$ cat src/hdl/vdna_pkg.sv
// Shared types, sizes and helpers for the vertex dedup / normal accumulator.
// Used by every module of the block.
package vdna_pkg;

    localparam int TABLE_DEPTH = 1024;
    localparam int IDX_W       = $clog2(TABLE_DEPTH);
    localparam int CNT_W       = $clog2(TABLE_DEPTH + 1);
    localparam int HASH_W      = IDX_W + 1;
    localparam int HASH_DEPTH  = 2 ** HASH_W;
    localparam int VIDX_W      = 10;
    localparam int FIFO_DEPTH  = 2;
    localparam int FPTR_W      = 1;
    localparam int DIV_STEPS   = 32;
    localparam int DCNT_W      = $clog2(DIV_STEPS);

    localparam logic       CMD_INSERT = 1'b0;
    localparam logic       CMD_READ   = 1'b1;
    localparam logic [15:0] FACE_MAX  = 16'hFFFF;

    typedef struct packed {
        logic                     cmd;
        logic [2:0][31:0]         key;
        logic [2:0][15:0]         nrm;
        logic [VIDX_W-1:0]        read_index;
    } item_t;

    typedef struct packed {
        logic                     used;
        logic [2:0][31:0]         key;
        logic [IDX_W-1:0]         idx;
    } slot_t;

    typedef struct packed {
        logic [2:0][31:0]         pos;
        logic [2:0][31:0]         sums;
        logic [15:0]              faces;
    } entry_t;

    typedef struct packed {
        logic [VIDX_W-1:0]        entry_idx;
        logic                     is_new;
        logic                     overflow;
        logic [2:0][31:0]         pos;
        logic [2:0][15:0]         avg;
        logic [15:0]              face_count;
    } result_t;

    // Negative zero folds onto positive zero.
    function automatic logic [31:0] canon(input logic [31:0] b);
        return (b == 32'h8000_0000) ? 32'h0 : b;
    endfunction

    function automatic logic [HASH_W-1:0] key_hash(input logic [2:0][31:0] key);
        logic [31:0]       m;
        logic [HASH_W-1:0] h;
        m = key[0] ^ {key[1][20:0], key[1][31:21]} ^ {key[2][9:0], key[2][31:10]};
        m = m ^ {16'h0, m[31:16]} ^ {m[6:0], 25'h0};
        h = '0;
        for (int i = 0; i < 32; i++)
        begin
            h[i % HASH_W] = h[i % HASH_W] ^ m[i];
        end
        return h;
    endfunction

endpackage

$ cat src/hdl/vdna_fifo.sv
// Two-entry item queue between the front and back parts.
// Depends on vdna_pkg.
module vdna_fifo (
    input  logic           clk,
    input  logic           rst_n,
    input  logic           push,
    input  vdna_pkg::item_t push_item,
    output logic           full,
    output logic           q_valid,
    input  logic           pop,
    output vdna_pkg::item_t q_item
);

    vdna_pkg::item_t mem [vdna_pkg::FIFO_DEPTH];
    logic [vdna_pkg::FPTR_W-1:0] wr_reg, rd_reg;
    logic [vdna_pkg::FPTR_W:0]   cnt_reg;

    assign full    = (cnt_reg == (vdna_pkg::FPTR_W + 1)'(vdna_pkg::FIFO_DEPTH));
    assign q_valid = (cnt_reg != '0);
    assign q_item  = mem[rd_reg];

    always_ff @(posedge clk)
    begin
        if (push)
        begin
            mem[wr_reg] <= push_item;
        end
    end

    always_ff @(posedge clk or negedge rst_n)
    begin
        if (!rst_n)
        begin
            wr_reg  <= '0;
            rd_reg  <= '0;
            cnt_reg <= '0;
        end
        else
        begin
            if (push)
            begin
                wr_reg <= wr_reg + 1'b1;
            end
            if (pop)
            begin
                rd_reg <= rd_reg + 1'b1;
            end
            if (push && !pop)
            begin
                cnt_reg <= cnt_reg + 1'b1;
            end
            else if (pop && !push)
            begin
                cnt_reg <= cnt_reg - 1'b1;
            end
        end
    end

endmodule

$ cat config.mk
export PLATFORM = sky130hd
export DESIGN_NAME = vdna_fifo
export DESIGN_NICKNAME = d
export VERILOG_FILES = /design/src/hdl/vdna_pkg.sv /design/src/hdl/vdna_fifo.sv
export SDC_FILE = /design/constraint.sdc
export NUM_CORES = 1
export LEC_CHECK = 0
export ABC_AREA = 1
export BUFFER_PORTS_ARGS = -buffer_cell sky130_fd_sc_hd__clkbuf_2
export CAP_MARGIN = 10
export CORE_MARGIN = 10
export CORE_UTILIZATION = 47
export CTS_CLUSTER_SIZE = 16
export DETAILED_ROUTE_END_ITERATION = 12
export PLACE_DENSITY = 0.88
export SKIP_LAST_GASP = 1
export SLEW_MARGIN = 20
export SYNTH_ARGS = -nofsm -noshare
export SYNTH_HDL_FRONTEND = slang
export SYNTH_SLANG_ARGS = --single-unit
$ cat constraint.sdc
create_clock -name clk -period 8.3 [get_ports clk]
set_clock_uncertainty 0.15 [all_clocks]
set_input_delay 0.83 -clock clk [delete_from_list [all_inputs] [get_ports clk]]
set_output_delay 0.83 -clock clk [all_outputs]
set_load 0.005 [all_outputs]
Word-level counts from Yosys, hierarchy flattened --
Memory sizes are Yosys's and may differ from the RTL's. Index checks and enable logic that the tools add are counted.
Operators by class: shift operators 0, reductions and logical operators 6, bitwise operators 0, muxes and demuxes 4, $mul 0, divide/modulo/power cells 0, magnitude comparators 0, eq/ne operators 1, add/sub/neg operators 4
Operator list (count):
- 2-to-1 mux 2 bit | 2
- nonzero test 2 bit | 2
- adder 1 bit, second input constant | 2
- adder 2 x 1 -> 2 bit, second input constant | 1
- == test 2 bit, second input constant | 1
- logical AND 1 bit | 2
- zero test 1 bit | 2
- 2-to-1 mux 1 bit | 2
- subtractor 2 x 1 -> 2 bit, second input constant | 1
Storage, ports and cells: memories kept 1, latch bits 0, output and inout bits 157, word-level logic and storage cells 19, memory bits (writable) 310, register bits 4, memory bits (read-only) 0
Memories:
- mem | words 2, width 155, read ports 1, clocked after Yosys merged registers in 0, write ports 1, RTL line vdna_fifo.sv:14 | vdna_pkg::item_t mem [vdna_pkg::FIFO_DEPTH];

Longest topological paths before layout --
depth after elaboration 4, depth in mapped cells 7, gate-level depth less buffers 7

Worst setup path before layout --
OpenSTA, ideal clock, no wires.
kind input-to-reg, start input port push, end memory mem[0][0] (netlist name), enable pin, stages 2, path slack 124 ps, data required time 7474 ps, arrival time 7350 ps, cells stage by stage inv_1 nor2_1
Between the ends: word-level cells in the longest chain between the ends 2
Ends and longest elaborated chain:
- start: declaration | RTL line vdna_fifo.sv:6 | input logic push,
- 2-to-1 mux 1 bit | RTL line vdna_fifo.sv:24 | if (push)
- 2-to-1 mux 1 bit (not written as such) | RTL line vdna_fifo.sv:26 | mem[wr_reg] <= push_item;
- end: declaration | RTL line vdna_fifo.sv:14
No other way between the ends.

==> qor.txt <==
Data required time at the worst endpoint - 7.32 ns
DRC Markers - 0
Placer Congestion - 0.753
Port buffer count - 315
Worst R2R Start - wr_reg$_DFFE_PN0P_
Number of flops mapped to enable cells by yosys - 310
Initial antenna violation count - 3
Slew @ Worst Pin - 0.962 ns
Hold/Removal Path Class - in2reg
Post-synthesis instance total - 507
Post-CTS Hold Buffers - 1
Most common cell in the netlist - edfxtp_1
RSZ-0062 raised after global routing - no
Avg WL per Cell - 20.7 um
Max stage delay on crit path - 0.80 ns
# clock sinks - 314
All-Layer GR Usage - 0.151
CP startpoint kind - flip-flop
Max reg flops - 310
Peak supply drop - 0.000262 V
Layout cell share with drive strength beyond 1 - 0.603
Worst Path Arrival - 3.43 ns
Most frequent cells after synthesis - edfxtp_1 (310), mux2_2 (155), buf_6 (16)
CTS Root Cell - clkbuf_16
Vias in the first global route - 6518
Final count of negative-setup-slack endpoints - 0
Status - finished, final reports clean
Tcrit/Tclk final - 0.532
Avg Vias per Cell - 4.90
Starting density of the core - 0.475
H-tree levels - 1
Crit Path Category - reg2out
Yosys cell types - 13
Setup TNS - 0 ns
Fin. Hold Viols - 0
Register area share after synthesis - 0.822
Crit path capture type - primary output
Critical Path Start - rd_reg$_DFFE_PN0P_
Area grow syn2layout - 25.0%
Synth Register Bits - 314
Iter 0 DRT Violations - 392
Synth area leader - edfxtp_1
Yosys warning count - 0
Overflow after GRT - 0
Die area - 31000 um2
Max capacitance violation total - 0
Skew-Pair Late Insertion Delay - 0.54 ns
Largest net degree at the start of global routing - 97
CTS tree - yes
Mapped Area - 11400 um2
Crit-path most repeated cell - buf_4
DRT Wirelength - 24600 um
ANT nets after route - 0
Final Max Slew Viols - 0
Worst-path clk slew - 0.06 ns
Fin util - 0.593
Syn_nets - 667
Critical-path cell list - buf_4, buf_4, mux2_2, clkbuf_2
Largest cells by area after synthesis - edfxtp_1 (81%), mux2_2 (15%), buf_6 (1.6%)
First-pass GRT wire length - 36900 um
Worst-path maximum fanout - 63
Async SR Flop Fraction - 0.0127
Synthesized area per cell - 22.6 um2
Crit path time final - 4.41 ns
Rel. slew slack - 0.357
FMAX - 227 MHz
Max Buffers Root-to-Sink - 3
Seq. cell area - 9410 um2
Die X-Extent - 176 um
FP Rows - 57
Lkg Pwr - 5.46 nW
Multi-input logic area - 1830 um2
Hold path startpoint - push_item[88]
# IOs - 316
1st-pass router iterations - 4
TritonCTS buffer count - 30
Pwr/cell area - 334 nW/um2
Core area - 24100 um2
DP HPWL - 17000 um
# nets final - 1003
CP max stage cell - dfrtp_4
Post-CTS Repair Setup Buffers - 0
Worst path bufs/invs - 3
Die Span Y - 176 um
Family with the most delay on the worst path - buffers and inverters
Post-CTS resize count - 0
Ys flop type - edfxtp_1
Via count - 5841
Fillers - 1776
Post-synth top area share - 0.813
-- metrics by stage --
step                hold WS, ns  cell area, um2  setup slack, ns  instances  power (mW)
finish                    0.324           14300             3.89       1192        4.78
global placement          0.306           13300             4.44       1134        3.44
CTS                       0.289           14300             3.84       1188        4.85
floorplan                 0.292           11400            0.124        507        3.03
global route              0.292           14300             3.71       1191        5.01
detailed placement        0.343           13300             4.43       1134        3.48
-- cell usage in the layout, fill, tap and decap left out, types with 2 or more instances in the layout --
| master | instances |
|---|---|
| inv_1 | 6 |
| clkinv_2 | 4 |
| clkbuf_1 | 7 |
| xor2_1 | 2 |
| buf_4 | 5 |
| diode_2 | 4 |
| edfxtp_1 | 310 |
| nand2_1 | 6 |
| bufinv_16 | 3 |
| mux2_2 | 155 |
| clkbuf_2 | 315 |
| clkbuf_16 | 31 |
| clkbuf_8 | 4 |
| dfrtp_1 | 3 |
| clkinv_1 | 3 |
-- report_power, final --
part           total, mW  internal, mW  switching, mW
registers           2.22          2.11          0.107
logic               1.21         0.590          0.623
clock network       1.35         0.806          0.543
total               4.78          3.50           1.27
-- cell type report --
cell class                      count  area share
Clock buffer                       42      0.0599
Timing Repair Buffer              321       0.114
Antenna cell                        4    0.000700
Multi-Input combinational cell    169       0.128
Tap cell                          324      0.0283
Inverter                            7     0.00219
Clock inverter                     11     0.00901
Sequential cell                   314       0.658
-- worst paths after layout --
kind	to	slack, ns	cells after the start
min in group asynchronous	cnt_reg[1]$_DFFE_PN0P_	0.52	2
setup / recovery	q_item[134]	3.89	4
hold reg to reg	cnt_reg[1]$_DFFE_PN0P_	0.35	2
setup reg to reg	mem[1][96]$_DFFE_PP_	5.65	3
hold / removal	mem[0][88]$_DFFE_PP_	0.32	1
max in group asynchronous	rd_reg$_DFFE_PN0P_	7.32	2
-- cells by family (layout without fill, tap and decap cells) --
logic type	Yosys count	in the layout	synth area share
DFF	314	314	0.822
adders and majority gates	1	1	0.00109
xor gates and xnor gates	3	3	0.00230
and+or+nand+nor	10	10	0.00361
other	0	4	0
muxes	155	155	0.152
buffers and inverters	24	381	0.0185
-- per-layer routing --
metal / up-vias / routed length, um / global-route usage
li1: 2700 / - / -
met1: 2869 / 9090 / 0.165
met2: 234 / 12900 / 0.265
met3: 38 / 2180 / 0.0564
met4: 0 / 481 / 0.0484
met5: - / 0 / 0
Power figures use the tool's default switching activity.
