`src/hdl/vdna_pkg.sv`:
```
// Shared types, sizes and helpers for the vertex dedup / normal accumulator.
// Used by every module of the block.
package vdna_pkg;

    localparam int TABLE_DEPTH = 1024;
    localparam int IDX_W       = $clog2(TABLE_DEPTH);
    localparam int CNT_W       = $clog2(TABLE_DEPTH + 1);
    localparam int HASH_W      = IDX_W + 1;
    localparam int HASH_DEPTH  = 2 ** HASH_W;
    localparam int VIDX_W      = 10;
    localparam int FIFO_DEPTH  = 2;
    localparam int FPTR_W      = 1;
    localparam int DIV_STEPS   = 32;
    localparam int DCNT_W      = $clog2(DIV_STEPS);

    localparam logic       CMD_INSERT = 1'b0;
    localparam logic       CMD_READ   = 1'b1;
    localparam logic [15:0] FACE_MAX  = 16'hFFFF;

    typedef struct packed {
        logic                     cmd;
        logic [2:0][31:0]         key;
        logic [2:0][15:0]         nrm;
        logic [VIDX_W-1:0]        read_index;
    } item_t;

    typedef struct packed {
        logic                     used;
        logic [2:0][31:0]         key;
        logic [IDX_W-1:0]         idx;
    } slot_t;

    typedef struct packed {
        logic [2:0][31:0]         pos;
        logic [2:0][31:0]         sums;
        logic [15:0]              faces;
    } entry_t;

    typedef struct packed {
        logic [VIDX_W-1:0]        entry_idx;
        logic                     is_new;
        logic                     overflow;
        logic [2:0][31:0]         pos;
        logic [2:0][15:0]         avg;
        logic [15:0]              face_count;
    } result_t;

    // Negative zero folds onto positive zero.
    function automatic logic [31:0] canon(input logic [31:0] b);
        return (b == 32'h8000_0000) ? 32'h0 : b;
    endfunction

    function automatic logic [HASH_W-1:0] key_hash(input logic [2:0][31:0] key);
        logic [31:0]       m;
        logic [HASH_W-1:0] h;
        m = key[0] ^ {key[1][20:0], key[1][31:21]} ^ {key[2][9:0], key[2][31:10]};
        m = m ^ {16'h0, m[31:16]} ^ {m[6:0], 25'h0};
        h = '0;
        for (int i = 0; i < 32; i++)
        begin
            h[i % HASH_W] = h[i % HASH_W] ^ m[i];
        end
        return h;
    endfunction

endpackage

```
`src/hdl/vdna_front.sv`:
```
// Input side: takes beats, canonicalizes positions and forms queue items.
// Depends on vdna_pkg.
module vdna_front (
    input  logic            in_valid,
    output logic            in_ready,
    input  logic            cmd,
    input  logic [31:0]     pos_x,
    input  logic [31:0]     pos_y,
    input  logic [31:0]     pos_z,
    input  logic [15:0]     face_nx,
    input  logic [15:0]     face_ny,
    input  logic [15:0]     face_nz,
    input  logic [9:0]      read_index,
    input  logic            q_full,
    input  logic            clearing,
    output logic            push,
    output vdna_pkg::item_t push_item
);

    assign in_ready = !q_full && !clearing;
    assign push     = in_valid && in_ready;

    always_comb
    begin
        push_item            = '0;
        push_item.cmd        = cmd;
        push_item.read_index = read_index;
        if (cmd == vdna_pkg::CMD_INSERT)
        begin
            push_item.key[0] = vdna_pkg::canon(pos_x);
            push_item.key[1] = vdna_pkg::canon(pos_y);
            push_item.key[2] = vdna_pkg::canon(pos_z);
            push_item.nrm[0] = face_nx;
            push_item.nrm[1] = face_ny;
            push_item.nrm[2] = face_nz;
        end
    end

endmodule

```
`config.mk`:
```
export PLATFORM = sky130hd
export DESIGN_NAME = vdna_front
export DESIGN_NICKNAME = d
export VERILOG_FILES = /design/src/hdl/vdna_pkg.sv /design/src/hdl/vdna_front.sv
export SDC_FILE = /design/constraint.sdc
export NUM_CORES = 1
export LEC_CHECK = 0
export BUFFER_PORTS_ARGS = -buffer_cell sky130_fd_sc_hd__buf_4
export CAP_MARGIN = 10
export CORE_AREA = 2 2 121 123
export DETAILED_ROUTE_END_ITERATION = 16
export DIE_AREA = 0 0 123 125
export MAX_ROUTING_LAYER = met4
export PLACE_DENSITY = 0.41
export SETUP_SLACK_MARGIN = 0.4
export SLEW_MARGIN = 15
export SYNTH_ARGS = -nofsm -noshare
export SYNTH_HDL_FRONTEND = slang
export SYNTH_SLANG_ARGS = --single-unit
```
`constraint.sdc`:
```
create_clock -name vclk -period 0.8
set_input_delay 0.04 -clock vclk [all_inputs]
set_output_delay 0.04 -clock vclk [all_outputs]
set_load 0.01 [all_outputs]
```
==> results of run 1 <==
==> cell families after synthesis <==
kind of cell	synth area share, %
AND/OR/NAND/NOR	85.8
buffers and inverters	12.0
AO/OA/AOI/OAI	2.21
==> metal layers <==
layer  global-route usage [%]
met1                     15.0
met2                     30.6
met3                     2.24
met4                     1.60
met5                        -
==> repair_timing <==
item / in CTS / in global routing
hold buffers: 0 / 0
gates cloned: 15 / 0
setup buffers: 11 / 2
hold endpoints to repair: 0 / 0
setup endpoints to repair: 147 / 147
gates resized for setup: 248 / 17
pin swaps: 19 / 11
==> synthesized netlist by cell type <==
| cell type | n |
|---|---|
| sky130_fd_sc_hd__buf_4 | 12 |
| sky130_fd_sc_hd__inv_1 | 1 |
| sky130_fd_sc_hd__nor4b_2 | 3 |
| sky130_fd_sc_hd__o211a_1 | 3 |
| sky130_fd_sc_hd__nor4_1 | 12 |
| sky130_fd_sc_hd__nor2_1 | 1 |
| sky130_fd_sc_hd__and2_1 | 1 |
| sky130_fd_sc_hd__nor2b_1 | 140 |
| sky130_fd_sc_hd__nand4_1 | 6 |
| sky130_fd_sc_hd__nor2b_2 | 1 |
| sky130_fd_sc_hd__buf_2 | 13 |
| sky130_fd_sc_hd__nor4_2 | 9 |
| sky130_fd_sc_hd__clkbuf_1 | 1 |
==> per-stage QoR <==
step	setup slack, ns	cells	utilization [%]	cell area [um2]	hold WS, ns
floorplan	0.115	203	-	2510	0.101
global placement	-0.461	695	35.3	5010	0.0801
detailed placement	-0.450	695	35.3	5010	0.0801
CTS	-0.328	721	46.1	6540	0.0801
global route	-0.315	723	46.9	6660	0.0800
==> results.sh, run 1 <==
export IMPL_dp_hpwl_um=9130
export IMPL_yosysTopAreaCell="sky130_fd_sc_hd__nor2b_1"
export IMPL_worstEndpointType="top-level output"
export IMPL_finalWeightedCongestion=0.778
export IMPL_pin_count_of_the_biggest_net_entering_global_routing=9
export IMPL_grt_antenna_before_repair=0
export IMPL_port_buffers=295
export IMPL_floorplan_die_height_um=125
export IMPL_synth_fp_nets=361
export IMPL_yosys_area_top_type_share_pct=64.5
export IMPL_grt_worst_setup_endpoint="push_item[153]"
export IMPL_netlist_instances=203
export IMPL_synthTopCellsByArea="sky130_fd_sc_hd__nor2b_1, sky130_fd_sc_hd__nor4_2, sky130_fd_sc_hd__buf_4, sky130_fd_sc_hd__nor4_1, sky130_fd_sc_hd__buf_2"
export IMPL_die_width_um=123
export IMPL_yosysSeqAreaShare_pct=0
export IMPL_syn_area_per_cell_um2=6.69
export IMPL_globalRouteTotalUtil_pct=15.0
export IMPL_vias_in_the_first_global_route=3193
export IMPL_synth_cell_types=13
export IMPL_fail_step="5_2_route"
export IMPL_fp_row_count=44
export IMPL_grt_overflow_total=0
export IMPL_run_status="stopped before the end"
export IMPL_run_stop_error="[ERROR DRT-0255] Maze Route cannot find path of net read_index[4] in worker of routeBox ( 96600 0 ) ( 123000 48300 )."
export IMPL_mappedNetlistArea_mm2=0.00136
export IMPL_ys_warn_count=0
export IMPL_io_pin_count=315
export IMPL_grt_pass1_wl_um=17500
export IMPL_starting_density_of_the_core_pct=9.56
==> inputs of run 2 (changes only) <==
--- a/config.mk
+++ b/config.mk
@@ -10,9 +10,7 @@
 export CORE_AREA = 2 2 121 123
 export DETAILED_ROUTE_END_ITERATION = 16
 export DIE_AREA = 0 0 123 125
-export MAX_ROUTING_LAYER = met4
-export PLACE_DENSITY = 0.41
-export SETUP_SLACK_MARGIN = 0.4
+export PLACE_DENSITY_LB_ADDON = 0.15
 export SLEW_MARGIN = 15
 export SYNTH_ARGS = -nofsm -noshare
 export SYNTH_HDL_FRONTEND = slang
==> run 2 against run 1 <==
The flow now finishes, with violations (negative setup slack). Synthesized cell count unchanged. Global-route usage decreased by 4.9 points. Synthesized area stayed put.
==> results.sh, run 2 <==
export IMPL_critical_path_launch_point_type="primary input"
export IMPL_starting_density_of_the_core_pct=9.56
export IMPL_clkbuf_count=0
export IMPL_mappedNetlistArea_mm2=0.00136
export IMPL_setup_worst_path_class="in -> out"
export IMPL_yosysTopAreaCell="sky130_fd_sc_hd__nor2b_1"
export IMPL_setup_violations=3
export IMPL_num_vias=2491
export IMPL_final_layout_size_suffix_gt1_share_pct=68.7
export IMPL_vias_in_the_first_global_route=2496
export IMPL_cp_arrival_ns=1.07
export IMPL_fp_row_count=44
export IMPL_flops_and_latches=0
export IMPL_drc=0
export IMPL_final_cell_mix="sky130_fd_sc_hd__buf_4, sky130_fd_sc_hd__nor2b_1, sky130_fd_sc_hd__buf_6"
export IMPL_tightestPinTransition_ns=0.293
export IMPL_postLayoutCoreUtil_pct=28.5
export IMPL_type_of_element_capturing_the_critical_path="output port"
export IMPL_drt_first_iter_violations=33
export IMPL_path_max_fanout=2
export IMPL_syn_area_per_cell_um2=6.69
export IMPL_run_status="finished, violations left"
export IMPL_min_path_type="in -> out"
export IMPL_count_of_placed_standard_cells_in_the_final_layout_fillers_left_out=669
export IMPL_cp_required_ns=0.76
export IMPL_static_leakage_power_nw=1.97
export IMPL_netlist_instances=203
export IMPL_cp_num_buf_inv=3
export IMPL_grt_pass1_wl_um=12600
export IMPL_finalWeightedCongestion=0.849
export IMPL_dpl_worst_slack_ns=-0.454
export IMPL_pin_count_of_the_biggest_net_entering_global_routing=51
export IMPL_fin_hold_ws_ns=0.0800
export IMPL_detail_route_wl_per_cell_um=14.2
export IMPL_yosys_area_top_type_share_pct=64.5
export IMPL_failed_checks="negative setup slack"
export IMPL_yosysSeqAreaShare_pct=0
export IMPL_finalCritPeriodShare_pct=138
export IMPL_layout_commonest_cell="sky130_fd_sc_hd__buf_4"
export IMPL_io_pin_count=315
export IMPL_diodes=0
export IMPL_grt_antenna_before_repair=0
export IMPL_drv_cap=0
export IMPL_worst_slack_ns=-0.305
export IMPL_die_width_um=123
export IMPL_post_cts_setup_buffer_count=0
export IMPL_cts_hold_buf=0
export IMPL_rsz0062_at_grt="true"
export IMPL_worst_path_largest_cell_delay_ns=0.28
export IMPL_path_delay_family="simple AND/OR/NAND/NOR gates"
export IMPL_max_freq_mhz=905
export IMPL_timing_final_max_slew_violations=0
export IMPL_globalRouteTotalUtil_pct=10.1
export IMPL_synthMostInstantiatedCell="sky130_fd_sc_hd__nor2b_1"
export IMPL_route_final_wire_length_um=9470
export IMPL_detailedRoute_firstPassIterationCount=4
export IMPL_cell_count_post_placement=667
export IMPL_die_area_mm2=0.0154
export IMPL_dp_hpwl_um=7670
export IMPL_power_per_cell_area_mw_per_mm2=517
export IMPL_path_cells="buf_6 > nor4_4 > buf_4 > nand4_1 > o211a_1 > buf_6"
export IMPL_port_buffers=295
export IMPL_synthTopCellsByArea="sky130_fd_sc_hd__nor2b_1, sky130_fd_sc_hd__nor4_2, sky130_fd_sc_hd__buf_4, sky130_fd_sc_hd__nor4_1, sky130_fd_sc_hd__buf_2"
export IMPL_post_layout_net_count=645
export IMPL_detail_route_antenna_nets=0
export IMPL_grt_overflow_total=0
export IMPL_flow_area_growth_from_synthesis_pct=198
export IMPL_fp_coreArea_mm2=0.0142
export IMPL_worst_path_max_delay_cell="sky130_fd_sc_hd__nor4_4"
export IMPL_viasPerCell=3.72
export IMPL_timing_slew_headroom_pct=80.3
export IMPL_vdd_ir_drop_worst_uv=243
export IMPL_ff_latch_area_um2=0
export IMPL_synth_cell_types=13
export IMPL_ys_warn_count=0
export IMPL_synth_top_cells_by_count="sky130_fd_sc_hd__nor2b_1, sky130_fd_sc_hd__buf_2, sky130_fd_sc_hd__buf_4, sky130_fd_sc_hd__nor4_1, sky130_fd_sc_hd__nor4_2"
export IMPL_synth_fp_nets=361
export IMPL_finalCriticalPeriod_ns=1.11
export IMPL_timing_critical_path_mode_cell="sky130_fd_sc_hd__buf_6"
export IMPL_number_of_hold_violations_in_the_final_report=0
export IMPL_floorplan_die_height_um=125
-- run 2: cell counts after synthesis --
Identical to the previous run, type by type.
-- run 2: worst paths after layout --
kind                     startpoint             to  slack [ns]  cells after the start
worst max-delay path      pos_x[14]  push_item[89]       -0.31                      6
worst min-delay path  read_index[2]   push_item[2]        0.08                      0
-- run 2: cells by family after synthesis --
logic type | count (synthesis) | share of synthesized area [%]
buffers and inverters | 27 | 12.0
AO/OA/AOI/OAI | 3 | 2.21
AND/OR/NAND/NOR | 173 | 85.8
-- run 2: layout make-up --
cell class | instances | area, um2
Multi-Input combinational cell | 176 | 1360
Fill cell | 1556 | 10200
Inverter | 1 | 3.75
Tap cell | 184 | 230
Timing Repair Buffer | 308 | 2450
-- run 2: metrics by stage --
stage / cell area (um2) / total power, W / setup TNS (ns)
5_1_grt: 4040 / 0.00225 / -0.848
2_1_floorplan: 1360 / 0.000682 / 0
6_report: 4040 / 0.00209 / -0.651
4_1_cts: 3920 / 0.00204 / -0.746
3_5_place_dp: 3760 / 0.00195 / -1.07
3_3_place_gp: 3760 / 0.00196 / -1.05
-- run 2: metal layers --
metal	global-route usage (%)	up-vias	part of all wire, %
met3	1.64	8	8.4
li1	-	1219	-
met1	10.5	1112	36
met4	1.00	0	0.80
met2	21.2	152	55
met5	0	-	0
-- run 2: power by group --
| part | internal (W) | total, W | switching, W |
|---|---|---|---|
| registers | 0 | 0 | 0 |
| logic | 0.00125 | 0.00209 | 0.000843 |
| clock network | 0 | 0 | 0 |
-- run 2: what timing repair did --
action / in CTS / in global routing
resized for setup: 29 / 10
cloned: 0 / 3
endpoints found under the setup margin: 3 / 71
pin swaps: 11 / 8
(Power assumes the default switching activity.)
==> inputs of run 3 (changes only) <==
--- a/config.mk
+++ b/config.mk
@@ -5,12 +5,14 @@
 export SDC_FILE = /design/constraint.sdc
 export NUM_CORES = 1
 export LEC_CHECK = 0
+export ABC_AREA = 1
 export BUFFER_PORTS_ARGS = -buffer_cell sky130_fd_sc_hd__buf_4
 export CAP_MARGIN = 10
-export CORE_AREA = 2 2 121 123
+export CORE_AREA = 2 2 123 125
 export DETAILED_ROUTE_END_ITERATION = 16
-export DIE_AREA = 0 0 123 125
+export DIE_AREA = 0 0 125 127
 export PLACE_DENSITY_LB_ADDON = 0.15
+export RECOVER_POWER = 100
 export SLEW_MARGIN = 15
 export SYNTH_ARGS = -nofsm -noshare
 export SYNTH_HDL_FRONTEND = slang
==> constraint.sdc (replaced) <==
create_clock -name vclk -period 1.1
set_input_delay 0.055 -clock vclk [all_inputs]
set_output_delay 0.055 -clock vclk [all_outputs]
set_load 0.01 [all_outputs]
==> run 3 against run 2 <==
The run now ends clean. Synthesized area increased by 23%. Flip-flop and latch count unchanged. Wire length rose by 3.1%. Largest cell class unchanged.
==> results.sh, run 3 <==
export IMPL_synth_fp_nets=572
export IMPL_min_path_type="in -> out"
export IMPL_vdd_ir_drop_worst_uv=129
export IMPL_globalRouteTotalUtil_pct=10.9
export IMPL_worst_path_largest_cell_delay_ns=0.34
export IMPL_drt_first_iter_violations=44
export IMPL_yosysTopAreaCell="sky130_fd_sc_hd__nor2_1"
export IMPL_post_cts_setup_buffer_count=0
export IMPL_cp_arrival_ns=0.90
export IMPL_detail_route_antenna_nets=0
export IMPL_timing_critical_path_mode_cell="sky130_fd_sc_hd__clkbuf_4"
export IMPL_postPlaceCellArea_mm2=0.00399
export IMPL_finalCritPeriodShare_pct=86.5
export IMPL_timing_slew_headroom_pct=82.0
export IMPL_run_status="completed"
export IMPL_setup_worst_path_class="in -> out"
export IMPL_finalCriticalPeriod_ns=0.952
export IMPL_viasPerCell=3.54
export IMPL_io_pin_count=315
export IMPL_yosys_area_top_type_share_pct=46.6
export IMPL_path_max_fanout=22
export IMPL_power_per_cell_area_mw_per_mm2=356
export IMPL_synth_cell_types=7
export IMPL_dp_hpwl_um=8970
export IMPL_clkbuf_count=0
export IMPL_grt_antenna_before_repair=0
export IMPL_path_cells="buf_4 > clkbuf_4 > nor2_1 > clkbuf_4"
export IMPL_floorplan_die_height_um=127
export IMPL_vias_in_the_first_global_route=2960
export IMPL_static_leakage_power_nw=2.18
export IMPL_cp_num_buf_inv=3
export IMPL_path_delay_family="buffers and inverters"
export IMPL_count_of_placed_standard_cells_in_the_final_layout_fillers_left_out=875
export IMPL_mappedNetlistArea_mm2=0.00168
export IMPL_number_of_hold_violations_in_the_final_report=0
export IMPL_ys_warn_count=0
export IMPL_type_of_element_capturing_the_critical_path="output port"
export IMPL_die_width_um=125
export IMPL_finalWeightedCongestion=0.817
export IMPL_tightestPinTransition_ns=0.271
export IMPL_final_layout_size_suffix_gt1_share_pct=25.6
export IMPL_finish_instance_area_mm2=0.00347
export IMPL_syn_area_per_cell_um2=4.05
export IMPL_flow_area_growth_from_synthesis_pct=107
export IMPL_grt_overflow_total=0
export IMPL_synth_top_cells_by_count="sky130_fd_sc_hd__nor2_1, sky130_fd_sc_hd__inv_1, sky130_fd_sc_hd__nand2_1"
export IMPL_synthMostInstantiatedCell="sky130_fd_sc_hd__nor2_1"
export IMPL_critical_path_launch_point_type="primary input"
export IMPL_quantity_of_gates_resized_following_cts=0
export IMPL_cell_count_post_placement=875
export IMPL_grt_pass1_wl_um=14300
export IMPL_cts_hold_buf=0
export IMPL_yosysSeqAreaShare_pct=0
export IMPL_post_layout_net_count=851
export IMPL_ff_latch_area_um2=0
export IMPL_synthTopCellsByArea="sky130_fd_sc_hd__nor2_1, sky130_fd_sc_hd__inv_1, sky130_fd_sc_hd__nand2_1, sky130_fd_sc_hd__buf_6, sky130_fd_sc_hd__buf_4"
export IMPL_max_freq_mhz=1050
export IMPL_drv_cap=0
export IMPL_route_final_wire_length_um=9770
export IMPL_port_buffers=295
export IMPL_pin_count_of_the_biggest_net_entering_global_routing=35
export IMPL_starting_density_of_the_core_pct=11.6
export IMPL_rsz0062_at_grt="false"
export IMPL_detailedRoute_firstPassIterationCount=4
export IMPL_num_vias=3096
export IMPL_cp_required_ns=1.04
export IMPL_die_area_mm2=0.0159
export IMPL_layout_commonest_cell="sky130_fd_sc_hd__nor2_1"
export IMPL_fp_row_count=44
export IMPL_fp_coreArea_mm2=0.0144
export IMPL_timing_final_max_slew_violations=0
export IMPL_final_setup_tns_ns=0
export IMPL_setup_violations=0
export IMPL_worst_path_max_delay_cell="sky130_fd_sc_hd__clkbuf_4"
export IMPL_flops_and_latches=0
export IMPL_final_cell_mix="sky130_fd_sc_hd__nor2_1, sky130_fd_sc_hd__buf_4, sky130_fd_sc_hd__inv_1"
export IMPL_drc=0
export IMPL_detail_route_wl_per_cell_um=11.2
export IMPL_netlist_instances=414
export IMPL_diodes=0
[run 3: path summary, 6_finish.rpt]
path          start             to  depth (start not counted)
min   read_index[3]   push_item[3]                          0
max             cmd  push_item[48]                          4
[run 3: layout make-up]
cell class                 count  area (um2)
fill                        1818       11000
timing repair buffer         304        1780
multi-input combinational    242         912
inverter                     145         544
tap                          184         230
[run 3: routing by layer]
layer / up-vias / share of wire, % / GRT usage [%]
met5: - / 0 / 0
met4: 0 / 0.55 / 0.523
met2: 177 / 55 / 23.6
li1: 1628 / - / -
met3: 4 / 8.8 / 2.26
met1: 1287 / 36 / 10.9
[run 3: power breakdown]
group / switching, W / leakage, nW / internal [W]
combinational: 0.000633 / 2.18 / 0.000601
clock: 0 / 0 / 0
sequential: 0 / 0 / 0
total: 0.000633 / 2.18 / 0.000601
[run 3: cell families (layout without fill, tap and decap cells)]
kind of cell	Yosys count	after routing	synth area share [%]
buffers and inverters	172	449	45.6
AND/OR/NAND/NOR	242	242	54.4
[run 3: through the flow]
stage / hold WS, ns / power (W) / utilization, % / worst slack, ns
finish: 0.110 / 0.00123 / 24.0 / 0.148
global route: 0.110 / 0.00139 / 24.0 / 0.0216
CTS: 0.110 / 0.00149 / 27.7 / 0.0669
detailed placement: 0.110 / 0.00149 / 27.7 / 0.0678
global placement: 0.110 / 0.00147 / 27.7 / 0.0828
floorplan: 0.153 / 0.000569 / - / 0.411
